### config.mk
export PLATFORM = sky130hd
export DESIGN_NAME = can_commanded_motor_pwm_unit_flat
export DESIGN_NICKNAME = d
export VERILOG_FILES = /design/src/rtl/cmpwm_pkg.sv /design/src/rtl/cmpwm_frame_if.sv /design/src/rtl/cmpwm_result_if.sv /design/src/rtl/cmpwm_duty.sv /design/src/rtl/can_commanded_motor_pwm_unit.sv /design/src/flat_wrapper.sv
export SDC_FILE = /design/constraint.sdc
export NUM_CORES = 1
export LEC_CHECK = 0
export BUFFER_PORTS_ARGS = -buffer_cell sky130_fd_sc_hd__buf_2
export CORE_MARGIN = 4
export CORE_UTILIZATION = 50
export CTS_BUF_LIST = sky130_fd_sc_hd__clkbuf_4 sky130_fd_sc_hd__clkbuf_8
export DETAILED_ROUTE_END_ITERATION = 16
export PLACE_DENSITY_LB_ADDON = 0.05
export RECOVER_POWER = 25
export SLEW_MARGIN = 0
export SYNTH_ARGS = -nofsm -noshare
export SYNTH_HDL_FRONTEND = slang
export SYNTH_SLANG_ARGS = --single-unit
### constraint.sdc
create_clock -name clk_i -period 10.7 [get_ports clk_i]
set_input_delay 2.675 -clock clk_i [delete_from_list [all_inputs] [get_ports clk_i]]
set_output_delay 2.675 -clock clk_i [all_outputs]
set_load 0.005 [all_outputs]
### src/rtl/cmpwm_pkg.sv
package cmpwm_pkg;

  localparam int unsigned IdW     = 11;
  localparam int unsigned LenW    = 4;
  localparam int unsigned ByteW   = 8;
  localparam int unsigned AddrW   = 16;
  localparam int unsigned DutyW   = 8;
  localparam int unsigned SpeedW  = 9;
  localparam int unsigned MagW    = 7;
  localparam int unsigned ProdW   = MagW + DutyW;
  localparam int unsigned RecipW  = 13;
  localparam int unsigned ScaledW = ProdW + RecipW;

  // Tuning command identifiers
  localparam logic [IdW-1:0] IdSetAddress = 11'h300;
  localparam logic [IdW-1:0] IdMotorDir   = 11'h302;
  localparam logic [IdW-1:0] IdMaxDuty    = 11'h305;
  localparam logic [IdW-1:0] IdMinDuty    = 11'h306;
  localparam logic [IdW-1:0] IdSave       = 11'h307;
  localparam logic [IdW-1:0] IdTelemetry  = 11'h308;

  localparam logic [AddrW-1:0] Broadcast     = 16'hFFFF;
  localparam logic [ByteW-1:0] BroadcastHigh = 8'hFF;

  localparam logic [AddrW-1:0] AddrReset    = 16'h0500;
  localparam logic [DutyW-1:0] MaxDutyReset = 8'd255;
  localparam logic [DutyW-1:0] MinDutyReset = 8'd30;

  // Minimum frame lengths
  localparam logic [LenW-1:0] LenDrive = 4'd8;
  localparam logic [LenW-1:0] LenShort = 4'd2;
  localparam logic [LenW-1:0] LenValue = 4'd3;

  localparam logic [MagW-1:0] MagLimit = 7'd100;

  // floor(x / 100) == (x * 5243) >> 19 for every x up to 100 * 255
  localparam logic [RecipW-1:0] Recip100   = 13'd5243;
  localparam int unsigned       RecipShift = 19;

  typedef struct packed {
    logic [IdW-1:0]   frame_id;
    logic [LenW-1:0]  frame_len;
    logic [ByteW-1:0] byte_zero;
    logic [ByteW-1:0] byte_one;
    logic [ByteW-1:0] byte_two;
    logic [ByteW-1:0] up_level;
    logic [ByteW-1:0] down_level;
  } frame_t;

  typedef struct packed {
    logic [ProdW-1:0] product;
    logic [DutyW-1:0] min_duty;
    logic [DutyW-1:0] max_duty;
    logic             up;
    logic             down;
  } duty_op_t;

  typedef struct packed {
    logic             telemetry_valid;
    logic [AddrW-1:0] telemetry_address;
    logic             telemetry_inverted;
    logic [DutyW-1:0] telemetry_max;
    logic [DutyW-1:0] telemetry_min;
    logic             save_request;
  } report_t;

endpackage

### src/rtl/cmpwm_frame_if.sv
interface cmpwm_frame_if;
  logic                          valid;
  logic                          ready;
  logic [cmpwm_pkg::IdW-1:0]     frame_id;
  logic [cmpwm_pkg::LenW-1:0]    frame_len;
  logic [cmpwm_pkg::ByteW-1:0]   byte_zero;
  logic [cmpwm_pkg::ByteW-1:0]   byte_one;
  logic [cmpwm_pkg::ByteW-1:0]   byte_two;
  logic [cmpwm_pkg::ByteW-1:0]   up_level;
  logic [cmpwm_pkg::ByteW-1:0]   down_level;

  modport source (
    output valid, frame_id, frame_len, byte_zero, byte_one, byte_two, up_level, down_level,
    input  ready
  );
  modport sink (
    input  valid, frame_id, frame_len, byte_zero, byte_one, byte_two, up_level, down_level,
    output ready
  );
endinterface

### src/rtl/cmpwm_result_if.sv
interface cmpwm_result_if;
  logic                          valid;
  logic                          ready;
  logic [cmpwm_pkg::DutyW-1:0]   up_duty;
  logic [cmpwm_pkg::DutyW-1:0]   down_duty;
  logic                          telemetry_valid;
  logic [cmpwm_pkg::AddrW-1:0]   telemetry_address;
  logic                          telemetry_inverted;
  logic [cmpwm_pkg::DutyW-1:0]   telemetry_max;
  logic [cmpwm_pkg::DutyW-1:0]   telemetry_min;
  logic                          save_request;

  modport source (
    output valid, up_duty, down_duty, telemetry_valid, telemetry_address,
           telemetry_inverted, telemetry_max, telemetry_min, save_request,
    input  ready
  );
  modport sink (
    input  valid, up_duty, down_duty, telemetry_valid, telemetry_address,
           telemetry_inverted, telemetry_max, telemetry_min, save_request,
    output ready
  );
endinterface

### src/rtl/cmpwm_duty.sv
module cmpwm_duty (
  input  cmpwm_pkg::duty_op_t          op_i,
  output logic [cmpwm_pkg::DutyW-1:0]  up_duty_o,
  output logic [cmpwm_pkg::DutyW-1:0]  down_duty_o
);

  logic [cmpwm_pkg::ScaledW-1:0] scaled;
  logic [cmpwm_pkg::DutyW-1:0]   quot;
  logic [cmpwm_pkg::DutyW:0]     sum;
  logic [cmpwm_pkg::DutyW-1:0]   duty;

  always_comb begin
    // divide by 100 through the reciprocal
    scaled = cmpwm_pkg::ScaledW'(op_i.product) * cmpwm_pkg::ScaledW'(cmpwm_pkg::Recip100);
    quot   = scaled[cmpwm_pkg::RecipShift +: cmpwm_pkg::DutyW];
    sum    = {1'b0, op_i.min_duty} + {1'b0, quot};
    if (op_i.min_duty >= op_i.max_duty) begin
      duty = op_i.max_duty;
    end else if (sum > {1'b0, op_i.max_duty}) begin
      duty = op_i.max_duty;
    end else begin
      duty = sum[cmpwm_pkg::DutyW-1:0];
    end
    up_duty_o   = op_i.up   ? duty : '0;
    down_duty_o = op_i.down ? duty : '0;
  end

endmodule

### src/rtl/can_commanded_motor_pwm_unit.sv
// A frame is held in the input, duty operand and output registers in turn.
// Throughput: one frame per cycle while the output is not stalled; the tuning state
// is updated as a frame leaves the input register; the next frame decodes against it.
// Each of the three stages holds while the stage after it is full and stalled.
// Reset (rst_ni low, asynchronous) empties all stages and loads address 0x500,
// no inversion, max duty 255, min duty 30 and zero speed.
module can_commanded_motor_pwm_unit (
  input  logic           clk_i,
  input  logic           rst_ni,
  cmpwm_frame_if.sink    frame_i,
  cmpwm_result_if.source result_o
);

  // Pipeline control
  logic s0_valid_q, s1_valid_q, s2_valid_q;
  logic s0_ready, s1_ready, s2_ready, s0_move;

  assign s2_ready = !s2_valid_q || result_o.ready;
  assign s1_ready = !s1_valid_q || s2_ready;
  assign s0_ready = !s0_valid_q || s1_ready;
  assign s0_move  = s0_valid_q && s1_ready;
  assign frame_i.ready = s0_ready;

  // Tuning and speed state
  logic [cmpwm_pkg::AddrW-1:0]  node_address_q, node_address_d;
  logic                         inverted_q, inverted_d;
  logic [cmpwm_pkg::DutyW-1:0]  max_duty_q, max_duty_d;
  logic [cmpwm_pkg::DutyW-1:0]  min_duty_q, min_duty_d;
  logic signed [cmpwm_pkg::SpeedW-1:0] speed_q, speed_d;

  // Stage payloads
  cmpwm_pkg::frame_t   frame_q;
  cmpwm_pkg::duty_op_t op_d, op_q;
  cmpwm_pkg::report_t  rep_d, rep_q, rep_out_q;
  logic [cmpwm_pkg::DutyW-1:0] up_duty, down_duty, up_duty_q, down_duty_q;

  // Decode
  logic [cmpwm_pkg::AddrW-1:0]  target;
  logic                         matched, len_short, len_value, len_drive;
  logic                         telem, save;
  logic signed [cmpwm_pkg::SpeedW-1:0] s_eff;
  logic [cmpwm_pkg::DutyW-1:0]  s_abs, duty_range;
  logic [cmpwm_pkg::MagW-1:0]   mag;

  always_comb begin
    target    = {frame_q.byte_zero, frame_q.byte_one};
    matched   = (target == node_address_q) || (target == cmpwm_pkg::Broadcast);
    len_short = frame_q.frame_len >= cmpwm_pkg::LenShort;
    len_value = frame_q.frame_len >= cmpwm_pkg::LenValue;
    len_drive = frame_q.frame_len >= cmpwm_pkg::LenDrive;

    node_address_d = node_address_q;
    inverted_d     = inverted_q;
    max_duty_d     = max_duty_q;
    min_duty_d     = min_duty_q;
    speed_d        = speed_q;
    telem          = 1'b0;
    save           = 1'b0;

    // a drive match wins over tuning decode
    if (cmpwm_pkg::AddrW'(frame_q.frame_id) == node_address_q) begin
      if (len_drive) begin
        speed_d = $signed({1'b0, frame_q.up_level}) - $signed({1'b0, frame_q.down_level});
      end
    end else begin
      case (frame_q.frame_id)
        cmpwm_pkg::IdSetAddress: begin
          if (len_short && (target == node_address_q ||
                            frame_q.byte_zero == cmpwm_pkg::BroadcastHigh)) begin
            node_address_d = target;
          end
        end
        cmpwm_pkg::IdMotorDir: begin
          if (len_value && matched) inverted_d = (frame_q.byte_two != '0);
        end
        cmpwm_pkg::IdMaxDuty: begin
          if (len_value && matched) max_duty_d = frame_q.byte_two;
        end
        cmpwm_pkg::IdMinDuty: begin
          if (len_value && matched) min_duty_d = frame_q.byte_two;
        end
        cmpwm_pkg::IdSave: begin
          if (len_short && matched) save = 1'b1;
        end
        cmpwm_pkg::IdTelemetry: begin
          if (len_short && matched) telem = 1'b1;
        end
        default: ;
      endcase
    end

    // speed to clamped magnitude, using the state after this frame
    s_eff = inverted_d ? -speed_d : speed_d;
    s_abs = s_eff[cmpwm_pkg::SpeedW-1] ? cmpwm_pkg::DutyW'(-s_eff)
                                        : s_eff[cmpwm_pkg::DutyW-1:0];
    mag   = (s_abs > {1'b0, cmpwm_pkg::MagLimit}) ? cmpwm_pkg::MagLimit
                                                   : s_abs[cmpwm_pkg::MagW-1:0];
    duty_range = max_duty_d - min_duty_d;

    op_d.product  = cmpwm_pkg::ProdW'(mag) * cmpwm_pkg::ProdW'(duty_range);
    op_d.min_duty = min_duty_d;
    op_d.max_duty = max_duty_d;
    op_d.up       = !s_eff[cmpwm_pkg::SpeedW-1] && (s_eff != '0);
    op_d.down     = s_eff[cmpwm_pkg::SpeedW-1];

    rep_d.telemetry_valid    = telem;
    rep_d.telemetry_address  = telem ? node_address_d : '0;
    rep_d.telemetry_inverted = telem && inverted_d;
    rep_d.telemetry_max      = telem ? max_duty_d : '0;
    rep_d.telemetry_min      = telem ? min_duty_d : '0;
    rep_d.save_request       = save;
  end

  cmpwm_duty u_duty (
    .op_i        (op_q),
    .up_duty_o   (up_duty),
    .down_duty_o (down_duty)
  );

  always_ff @(posedge clk_i or negedge rst_ni) begin
    if (!rst_ni) begin
      s0_valid_q     <= 1'b0;
      s1_valid_q     <= 1'b0;
      s2_valid_q     <= 1'b0;
      node_address_q <= cmpwm_pkg::AddrReset;
      inverted_q     <= 1'b0;
      max_duty_q     <= cmpwm_pkg::MaxDutyReset;
      min_duty_q     <= cmpwm_pkg::MinDutyReset;
      speed_q        <= '0;
    end else begin
      if (s0_ready) s0_valid_q <= frame_i.valid;
      if (s1_ready) s1_valid_q <= s0_valid_q;
      if (s2_ready) s2_valid_q <= s1_valid_q;
      // commit state as the frame advances
      if (s0_move) begin
        node_address_q <= node_address_d;
        inverted_q     <= inverted_d;
        max_duty_q     <= max_duty_d;
        min_duty_q     <= min_duty_d;
        speed_q        <= speed_d;
      end
    end
  end

  always_ff @(posedge clk_i) begin
    if (s0_ready && frame_i.valid) begin
      frame_q.frame_id   <= frame_i.frame_id;
      frame_q.frame_len  <= frame_i.frame_len;
      frame_q.byte_zero  <= frame_i.byte_zero;
      frame_q.byte_one   <= frame_i.byte_one;
      frame_q.byte_two   <= frame_i.byte_two;
      frame_q.up_level   <= frame_i.up_level;
      frame_q.down_level <= frame_i.down_level;
    end
    if (s0_move) begin
      op_q  <= op_d;
      rep_q <= rep_d;
    end
    if (s2_ready && s1_valid_q) begin
      up_duty_q   <= up_duty;
      down_duty_q <= down_duty;
      rep_out_q   <= rep_q;
    end
  end

  assign result_o.valid              = s2_valid_q;
  assign result_o.up_duty            = up_duty_q;
  assign result_o.down_duty          = down_duty_q;
  assign result_o.telemetry_valid    = rep_out_q.telemetry_valid;
  assign result_o.telemetry_address  = rep_out_q.telemetry_address;
  assign result_o.telemetry_inverted = rep_out_q.telemetry_inverted;
  assign result_o.telemetry_max      = rep_out_q.telemetry_max;
  assign result_o.telemetry_min      = rep_out_q.telemetry_min;
  assign result_o.save_request       = rep_out_q.save_request;

  a_state_holds_without_move: assert property (@(posedge clk_i) disable iff (!rst_ni)
    !s0_move |=> $stable(node_address_q) && $stable(inverted_q) && $stable(max_duty_q)
                 && $stable(min_duty_q) && $stable(speed_q))
    else $error("tuning state changed with no frame leaving the input stage");

  a_one_direction: assert property (@(posedge clk_i) disable iff (!rst_ni)
    s2_valid_q |-> (up_duty_q == '0 || down_duty_q == '0))
    else $error("both drive duties nonzero");

  a_mid_stage_holds: assert property (@(posedge clk_i) disable iff (!rst_ni)
    s1_valid_q && !s2_ready |=> s1_valid_q && $stable(op_q))
    else $error("duty stage lost its item under stall");

  a_telemetry_quiet: assert property (@(posedge clk_i) disable iff (!rst_ni)
    s2_valid_q && !rep_out_q.telemetry_valid |->
      rep_out_q.telemetry_address == '0 && rep_out_q.telemetry_max == '0
      && rep_out_q.telemetry_min == '0 && !rep_out_q.telemetry_inverted)
    else $error("telemetry fields nonzero without telemetry");

  a_accept_when_output_full: assert property (@(posedge clk_i) disable iff (!rst_ni)
    !s0_valid_q |-> frame_i.ready)
    else $error("input not ready while input stage is empty");

endmodule
### src/flat_wrapper.sv
// flat-port wrapper written by rule: the top's interface ports become plain ports
module can_commanded_motor_pwm_unit_flat 
  (clk_i, rst_ni, frame_i_valid, frame_i_frame_id, frame_i_frame_len, frame_i_byte_zero, frame_i_byte_one, frame_i_byte_two, frame_i_up_level, frame_i_down_level, frame_i_ready, result_o_valid, result_o_up_duty, result_o_down_duty, result_o_telemetry_valid, result_o_telemetry_address, result_o_telemetry_inverted, result_o_telemetry_max, result_o_telemetry_min, result_o_save_request, result_o_ready);
  cmpwm_frame_if frame_i_i ();
  cmpwm_result_if result_o_i ();
  input  logic clk_i;
  input  logic rst_ni;
  input wire logic [$bits(frame_i_i.valid)-1:0] frame_i_valid;
  input wire logic [$bits(frame_i_i.frame_id)-1:0] frame_i_frame_id;
  input wire logic [$bits(frame_i_i.frame_len)-1:0] frame_i_frame_len;
  input wire logic [$bits(frame_i_i.byte_zero)-1:0] frame_i_byte_zero;
  input wire logic [$bits(frame_i_i.byte_one)-1:0] frame_i_byte_one;
  input wire logic [$bits(frame_i_i.byte_two)-1:0] frame_i_byte_two;
  input wire logic [$bits(frame_i_i.up_level)-1:0] frame_i_up_level;
  input wire logic [$bits(frame_i_i.down_level)-1:0] frame_i_down_level;
  output wire logic [$bits(frame_i_i.ready)-1:0] frame_i_ready;
  output wire logic [$bits(result_o_i.valid)-1:0] result_o_valid;
  output wire logic [$bits(result_o_i.up_duty)-1:0] result_o_up_duty;
  output wire logic [$bits(result_o_i.down_duty)-1:0] result_o_down_duty;
  output wire logic [$bits(result_o_i.telemetry_valid)-1:0] result_o_telemetry_valid;
  output wire logic [$bits(result_o_i.telemetry_address)-1:0] result_o_telemetry_address;
  output wire logic [$bits(result_o_i.telemetry_inverted)-1:0] result_o_telemetry_inverted;
  output wire logic [$bits(result_o_i.telemetry_max)-1:0] result_o_telemetry_max;
  output wire logic [$bits(result_o_i.telemetry_min)-1:0] result_o_telemetry_min;
  output wire logic [$bits(result_o_i.save_request)-1:0] result_o_save_request;
  input wire logic [$bits(result_o_i.ready)-1:0] result_o_ready;
  assign frame_i_i.valid = frame_i_valid;
  assign frame_i_i.frame_id = frame_i_frame_id;
  assign frame_i_i.frame_len = frame_i_frame_len;
  assign frame_i_i.byte_zero = frame_i_byte_zero;
  assign frame_i_i.byte_one = frame_i_byte_one;
  assign frame_i_i.byte_two = frame_i_byte_two;
  assign frame_i_i.up_level = frame_i_up_level;
  assign frame_i_i.down_level = frame_i_down_level;
  assign frame_i_ready = frame_i_i.ready;
  assign result_o_valid = result_o_i.valid;
  assign result_o_up_duty = result_o_i.up_duty;
  assign result_o_down_duty = result_o_i.down_duty;
  assign result_o_telemetry_valid = result_o_i.telemetry_valid;
  assign result_o_telemetry_address = result_o_i.telemetry_address;
  assign result_o_telemetry_inverted = result_o_i.telemetry_inverted;
  assign result_o_telemetry_max = result_o_i.telemetry_max;
  assign result_o_telemetry_min = result_o_i.telemetry_min;
  assign result_o_save_request = result_o_i.save_request;
  assign result_o_i.ready = result_o_ready;
  can_commanded_motor_pwm_unit u_core (.clk_i(clk_i), .rst_ni(rst_ni), .frame_i(frame_i_i), .result_o(result_o_i));
endmodule
# --- After elaboration in Yosys (flattened, before gate mapping) ---
# Cells that the tools add are included.
# W data, S select, Z words.
op_classes:
  bitwise_logic: 1
  n_reduce_logical: 20
  eq_ne: 10
  n_lt_le_gt_ge: 6
  n_mux: 22
  mul: 2
  n_addsub: 5
ops:
  columns: ["cell", "count"]
  rows:
  - ["$mux W8", 9]
  - ["$eq A11 B10 Y1 const B", 6]
  - ["$mux W16", 3]
  - ["$mul A15 B13 Y27 const B", 1]
  - ["$mux W9", 3]
  - ["$eq A11 B16 Y1", 1]
  - ["$eq A16 B16 Y1", 1]
  - ["$eq A16 B16 Y1 const B", 1]
  - ["$mul A7 B8 Y15", 1]
  - ["$add A8 B8 Y9", 1]
  - ["$gt A9 B8 Y1", 1]
  - ["$neg A9 Y9", 1]
  - ["$reduce_bool A9 Y1", 1]
  - ["$sub A8 B8 Y9", 1]
  - ["$eq A8 B8 Y1 const B", 1]
  - ["$ge A4 B2 Y1 const B", 2]
  - ["$ge A8 B8 Y1", 1]
  - ["$gt A8 B7 Y1 const B", 1]
  - ["$logic_and A1 B1 Y1", 8]
  - ["$neg A8 Y8", 1]
  - ["$reduce_bool A8 Y1", 1]
  - ["$sub A8 B8 Y8", 1]
  - ["$mux W7", 1]
  - ["$mux W1", 6]
  - ["5 further kinds", 12]
totals:
  inputBits: 59
  elab_cells: 100
  register_bits: 219
  output_inout_bits: 53

# --- Longest topological paths before layout ---
depth:
  depth_word: 12
  ltp_mapped: 37
  mapped_depth_nobuf: 36

# --- By module ---
# A second synthesis with hierarchy kept.
hier_totals:
  cells_unflattened: 1352
  hier_area_um2: 15661.3
modules_own_cells:
  columns: ["mod", "cells_per_inst", "instances", "area_per_inst_um2", "seq_area_each_um2"]
  rows:
  - ["can_commanded_motor_pwm_unit", 857, 1, 11123.2, 6368.6]
  - ["cmpwm_duty", 495, 1, 4538.1, 0.0]

# --- Least setup slack after synthesis ---
# Ideal clock, no wire load.
synth_timing:
  path_kind: "register -> register"
  from: "register u_core.frame_q[46] (netlist bit)"
  to: "register u_core.op_q[32] (netlist bit) (data pin)"
  slack_ps: 2804
  period_less_slack_ps: 7896
  arrival_ps: 7636
  path_stages_with_launch: 35
  required_ps: 10440
  setup_time_ps: 260
  path_buffers: 1
  cell_sequence: "edfxtp_1 > xor2_1 > nor4_4 > and4_1 > nand2_2 > o21ai_2 > inv_2 > ha_1 > inv_1 > mux2_2 > ha_1 > and2_1 > mux2_4 > or3_4 > a31oi_4 > o22ai_2 > buf_6 > a211o_1 > fa_1 > fa_1 > inv_1 > fa_1 > inv_1 > fa_1 > inv_1 > ha_1 > inv_1 > o21bai_1 > a21oi_1 > o21bai_1 > a21oi_1 > o21bai_1 > a21oi_1 > o21ai_0 > xnor2_1"
synth_lines:
  columns: ["item", "line", "text"]
  rows:
  - ["from (decl)", "can_commanded_motor_pwm_unit.sv:32", "cmpwm_pkg::frame_t frame_q;"]
  - ["to (signal assigned)", "can_commanded_motor_pwm_unit.sv:156", "op_q <= op_d;"]
  - ["to (decl)", "can_commanded_motor_pwm_unit.sv:33", "cmpwm_pkg::duty_op_t op_d, op_q;"]

==> metrics <==
row count=65; share of layout cells above drive strength 1=16.5%; Ys Warns=0; I/O Pins=112; die width=186 microns; drt wl/cell=17.8 microns; Synth Area in Compound Gates=11.6%; worst r2r dst=u_core.op_q[32]$_DFFE_PP_; most common cell after layout, fill and taps aside=inv_1; crit path to=u_core.op_q[32]$_DFFE_PP_; worst ir drop on vdd=0.137 mV; total core area=31500 sq um; syn_nets=1709; adder-cell area share of the yosys netlist=26.1%; Reg2Reg Setup Slack=1.26 ns; xor and xnor fraction of the mapped netlist area=3.91%; CP arrival=9.75 ns; crit-path max cell delay=0.86 ns; post-detail-place hpwl=26900 microns; grt ovf=0; Final period util=88.2%; startpoint types=flop; drt total wl=34600 microns; antenna violations before repair=1; sequential area share after synthesis=40.0%; Synth Flop Type=edfxtp_1; Max Slew Vio Count=46; number of flops mapped to enable cells by yosys=174; worst setup margin=1.26 ns; initial core utilization=50.6%; Mapped Avg Cell Area=11.6 sq um; Post-Synth Simple-Gate Area=9.15%; Pwr Total=0.00343 W; setup violators final=0; outcome=finished, violations left; DRT iter0 DRCs=599; clk sinks=219; Mapped Cells=1378; final hold violations=0; Fillers=2755; FF/Latch Area=6370 sq um; first-pass GRT wire length=57300 microns; RR Startpoint=u_core.frame_q[45]$_DFFE_PP_; largest net degree at the start of global routing=56; critical path startpoint=u_core.frame_q[45]$_DFFE_PP_; asr flop ratio synth=20.5%; gpl congestion=0.852; worst-path fanout max=28; hold_buf cts=0; clock buffer depth=3; vias per cell=5.48; vias in the first global route=11169; final hold slack=0.408 ns; Least-Margin Pin Slew=2.77 ns; area of the multi-input gates=8630 sq um; clk_skew=0.0234 ns; Synth cell types=84; fmax=106 MHz; Post-DRT Antenna Nets=0; Setup WS pre-CTS=1.64 ns; most frequent cells in the layout=inv_1, edfxtp_1, ha_1; Setup crit end kind=flop; power density cells=193 nW/um^2; Post-Syn Area=15900 sq um; mux cell area share after synthesis=3.52%; GRT Util Overall=20.1%; Critical Path RT=11.01 ns; Min-Delay Path Class=flop to flop; Setup Buffers After CTS=0; Critical-path top delay cell=mux2i_1; die area=34800 sq um; CTS tree=done; hold depth=0; worst rel slew slack=-85.0%; Reg2Reg Depth=31; ant diodes=0; Leakage Power=7.98 nW; P&R area growth vs syn=11.4%; Detailed Routing Iterations Pass 1=5; clk slew on worst S/H paths=0.06 ns; Die Y=186 microns; PortBufs=111; Root Buffer=clkbuf_8; worst setup path class=flop to flop; clk_lat worst skew=0.57 ns; Yosys reg bits=219; failing checks=capacitance limit, slew limit; number of remaining DRC errors=0; htree depth=2; CTS buffer count=39; crit path time final=9.44 ns; unrepaired setup endpoints after global routing=no; Resize count post-CTS=0; fin nets=1847; combinational family with the most area after synthesis=adder cells; max cap viols=1; most used cell, CP=inv_1; setup TNS=0 ns; vias=10678
## report_power, final
group / switching, W / total, W / internal [W] / leakage (nW)
sequential: 0.0000414 / 0.00105 / 0.00101 / 2.29
clock: 0.000344 / 0.000798 / 0.000454 / 0.437
combinational: 0.000908 / 0.00158 / 0.000674 / 5.25
total: 0.00129 / 0.00343 / 0.00214 / 7.98
## worst min-delay path by stage
stage                                         from                                              to  slack [ns]
floorplan            u_core.rep_q[0]$_SDFFCE_PP0P_          u_core.result_o.save_request$_DFFE_PP_        0.40
global placement        u_core.rep_q[17]$_DFFE_PP_    u_core.result_o.telemetry_inverted$_DFFE_PP_        0.41
detailed placement  u_core.rep_q[22]$_SDFFCE_PN0P_  u_core.result_o.telemetry_address[4]$_DFFE_PP_        0.40
CTS                  u_core.rep_q[9]$_SDFFCE_PN0P_      u_core.result_o.telemetry_max[0]$_DFFE_PP_        0.41
global route         u_core.rep_q[9]$_SDFFCE_PN0P_      u_core.result_o.telemetry_max[0]$_DFFE_PP_        0.42
finish               u_core.rep_q[9]$_SDFFCE_PN0P_      u_core.result_o.telemetry_max[0]$_DFFE_PP_        0.41
## sequential cells by signal, summed over array words and instances, names as in the netlist, 8 cells and up
name	cells
u_core.min_duty_q	8
u_core.result_o.up_duty	8
u_core.node_address_q	16
u_core.result_o.telemetry_min	8
u_core.result_o.telemetry_address	16
u_core.max_duty_q	8
u_core.result_o.telemetry_max	8
u_core.speed_q	9
u_core.frame_q	55
u_core.op_q	33
u_core.rep_q	35
u_core.result_o.down_duty	8
## through the flow
stage,instance area (sq um),std cells,util (%)
2_1_floorplan,15900,1378,-
3_3_place_gp,16900,1877,53.8
3_5_place_dp,16900,1877,53.8
4_1_cts,17800,1948,56.4
5_1_grt,17700,1948,56.4
6_report,17700,1948,56.4
## worst max-delay path: cells and delay by family (launching register included)
kind / cells / cell delay (ns)
buffers and inverters: 5 / 0.25
DFF: 1 / 0.49
AOI/OAI and AO/OA: 11 / 2.19
muxes: 3 / 1.65
adders and majority gates: 6 / 2.57
xor gates and xnor gates: 2 / 0.36
and+or+nand+nor: 4 / 1.65
## logic make-up (layout without fill, tap and decap cells)
logic type | count (synthesis) | after routing
adder cells (fa/ha/maj) | 272 | 272
AND/OR/NAND/NOR | 267 | 267
AO/OA/AOI/OAI | 261 | 261
buffers and inverters | 236 | 404
flip-flops | 219 | 219
XOR/XNOR | 71 | 71
multiplexers | 52 | 52
## routing by layer
metal	track usage, %	part of all wire, %
met5	0	0.023
met4	6.40	2.5
met3	3.25	4.6
met2	34.3	49
met1	26.5	44
## Yosys cell counts, drive strengths merged (18+ instances only)
cell type / n / area share [%]
o21ai: 48 / 1.5
a21o: 18 / 0.85
mux2: 23 / 1.7
nand4: 22 / 0.90
xnor2: 47 / 2.6
mux2i: 29 / 1.8
nand2: 65 / 1.5
a211oi: 22 / 1.1
dfrtp: 31 / 4.9
xor2: 24 / 1.3
and2: 24 / 0.96
inv: 212 / 5.0
a21boi: 21 / 0.99
ha: 172 / 14
a21oi: 47 / 1.5
edfxtp: 174 / 33
nor2: 47 / 1.1
fa: 100 / 13
nor3: 19 / 0.63
## layout make-up
cell class / count / share of cell area, %
sequential: 219 / 35.9
clock inverter: 10 / 0.360
multi-input combinational: 923 / 48.6
tap: 402 / 2.84
inverter: 212 / 4.49
timing repair buffer: 121 / 3.50
clock buffer: 61 / 4.27
(Power assumes the default switching activity.)
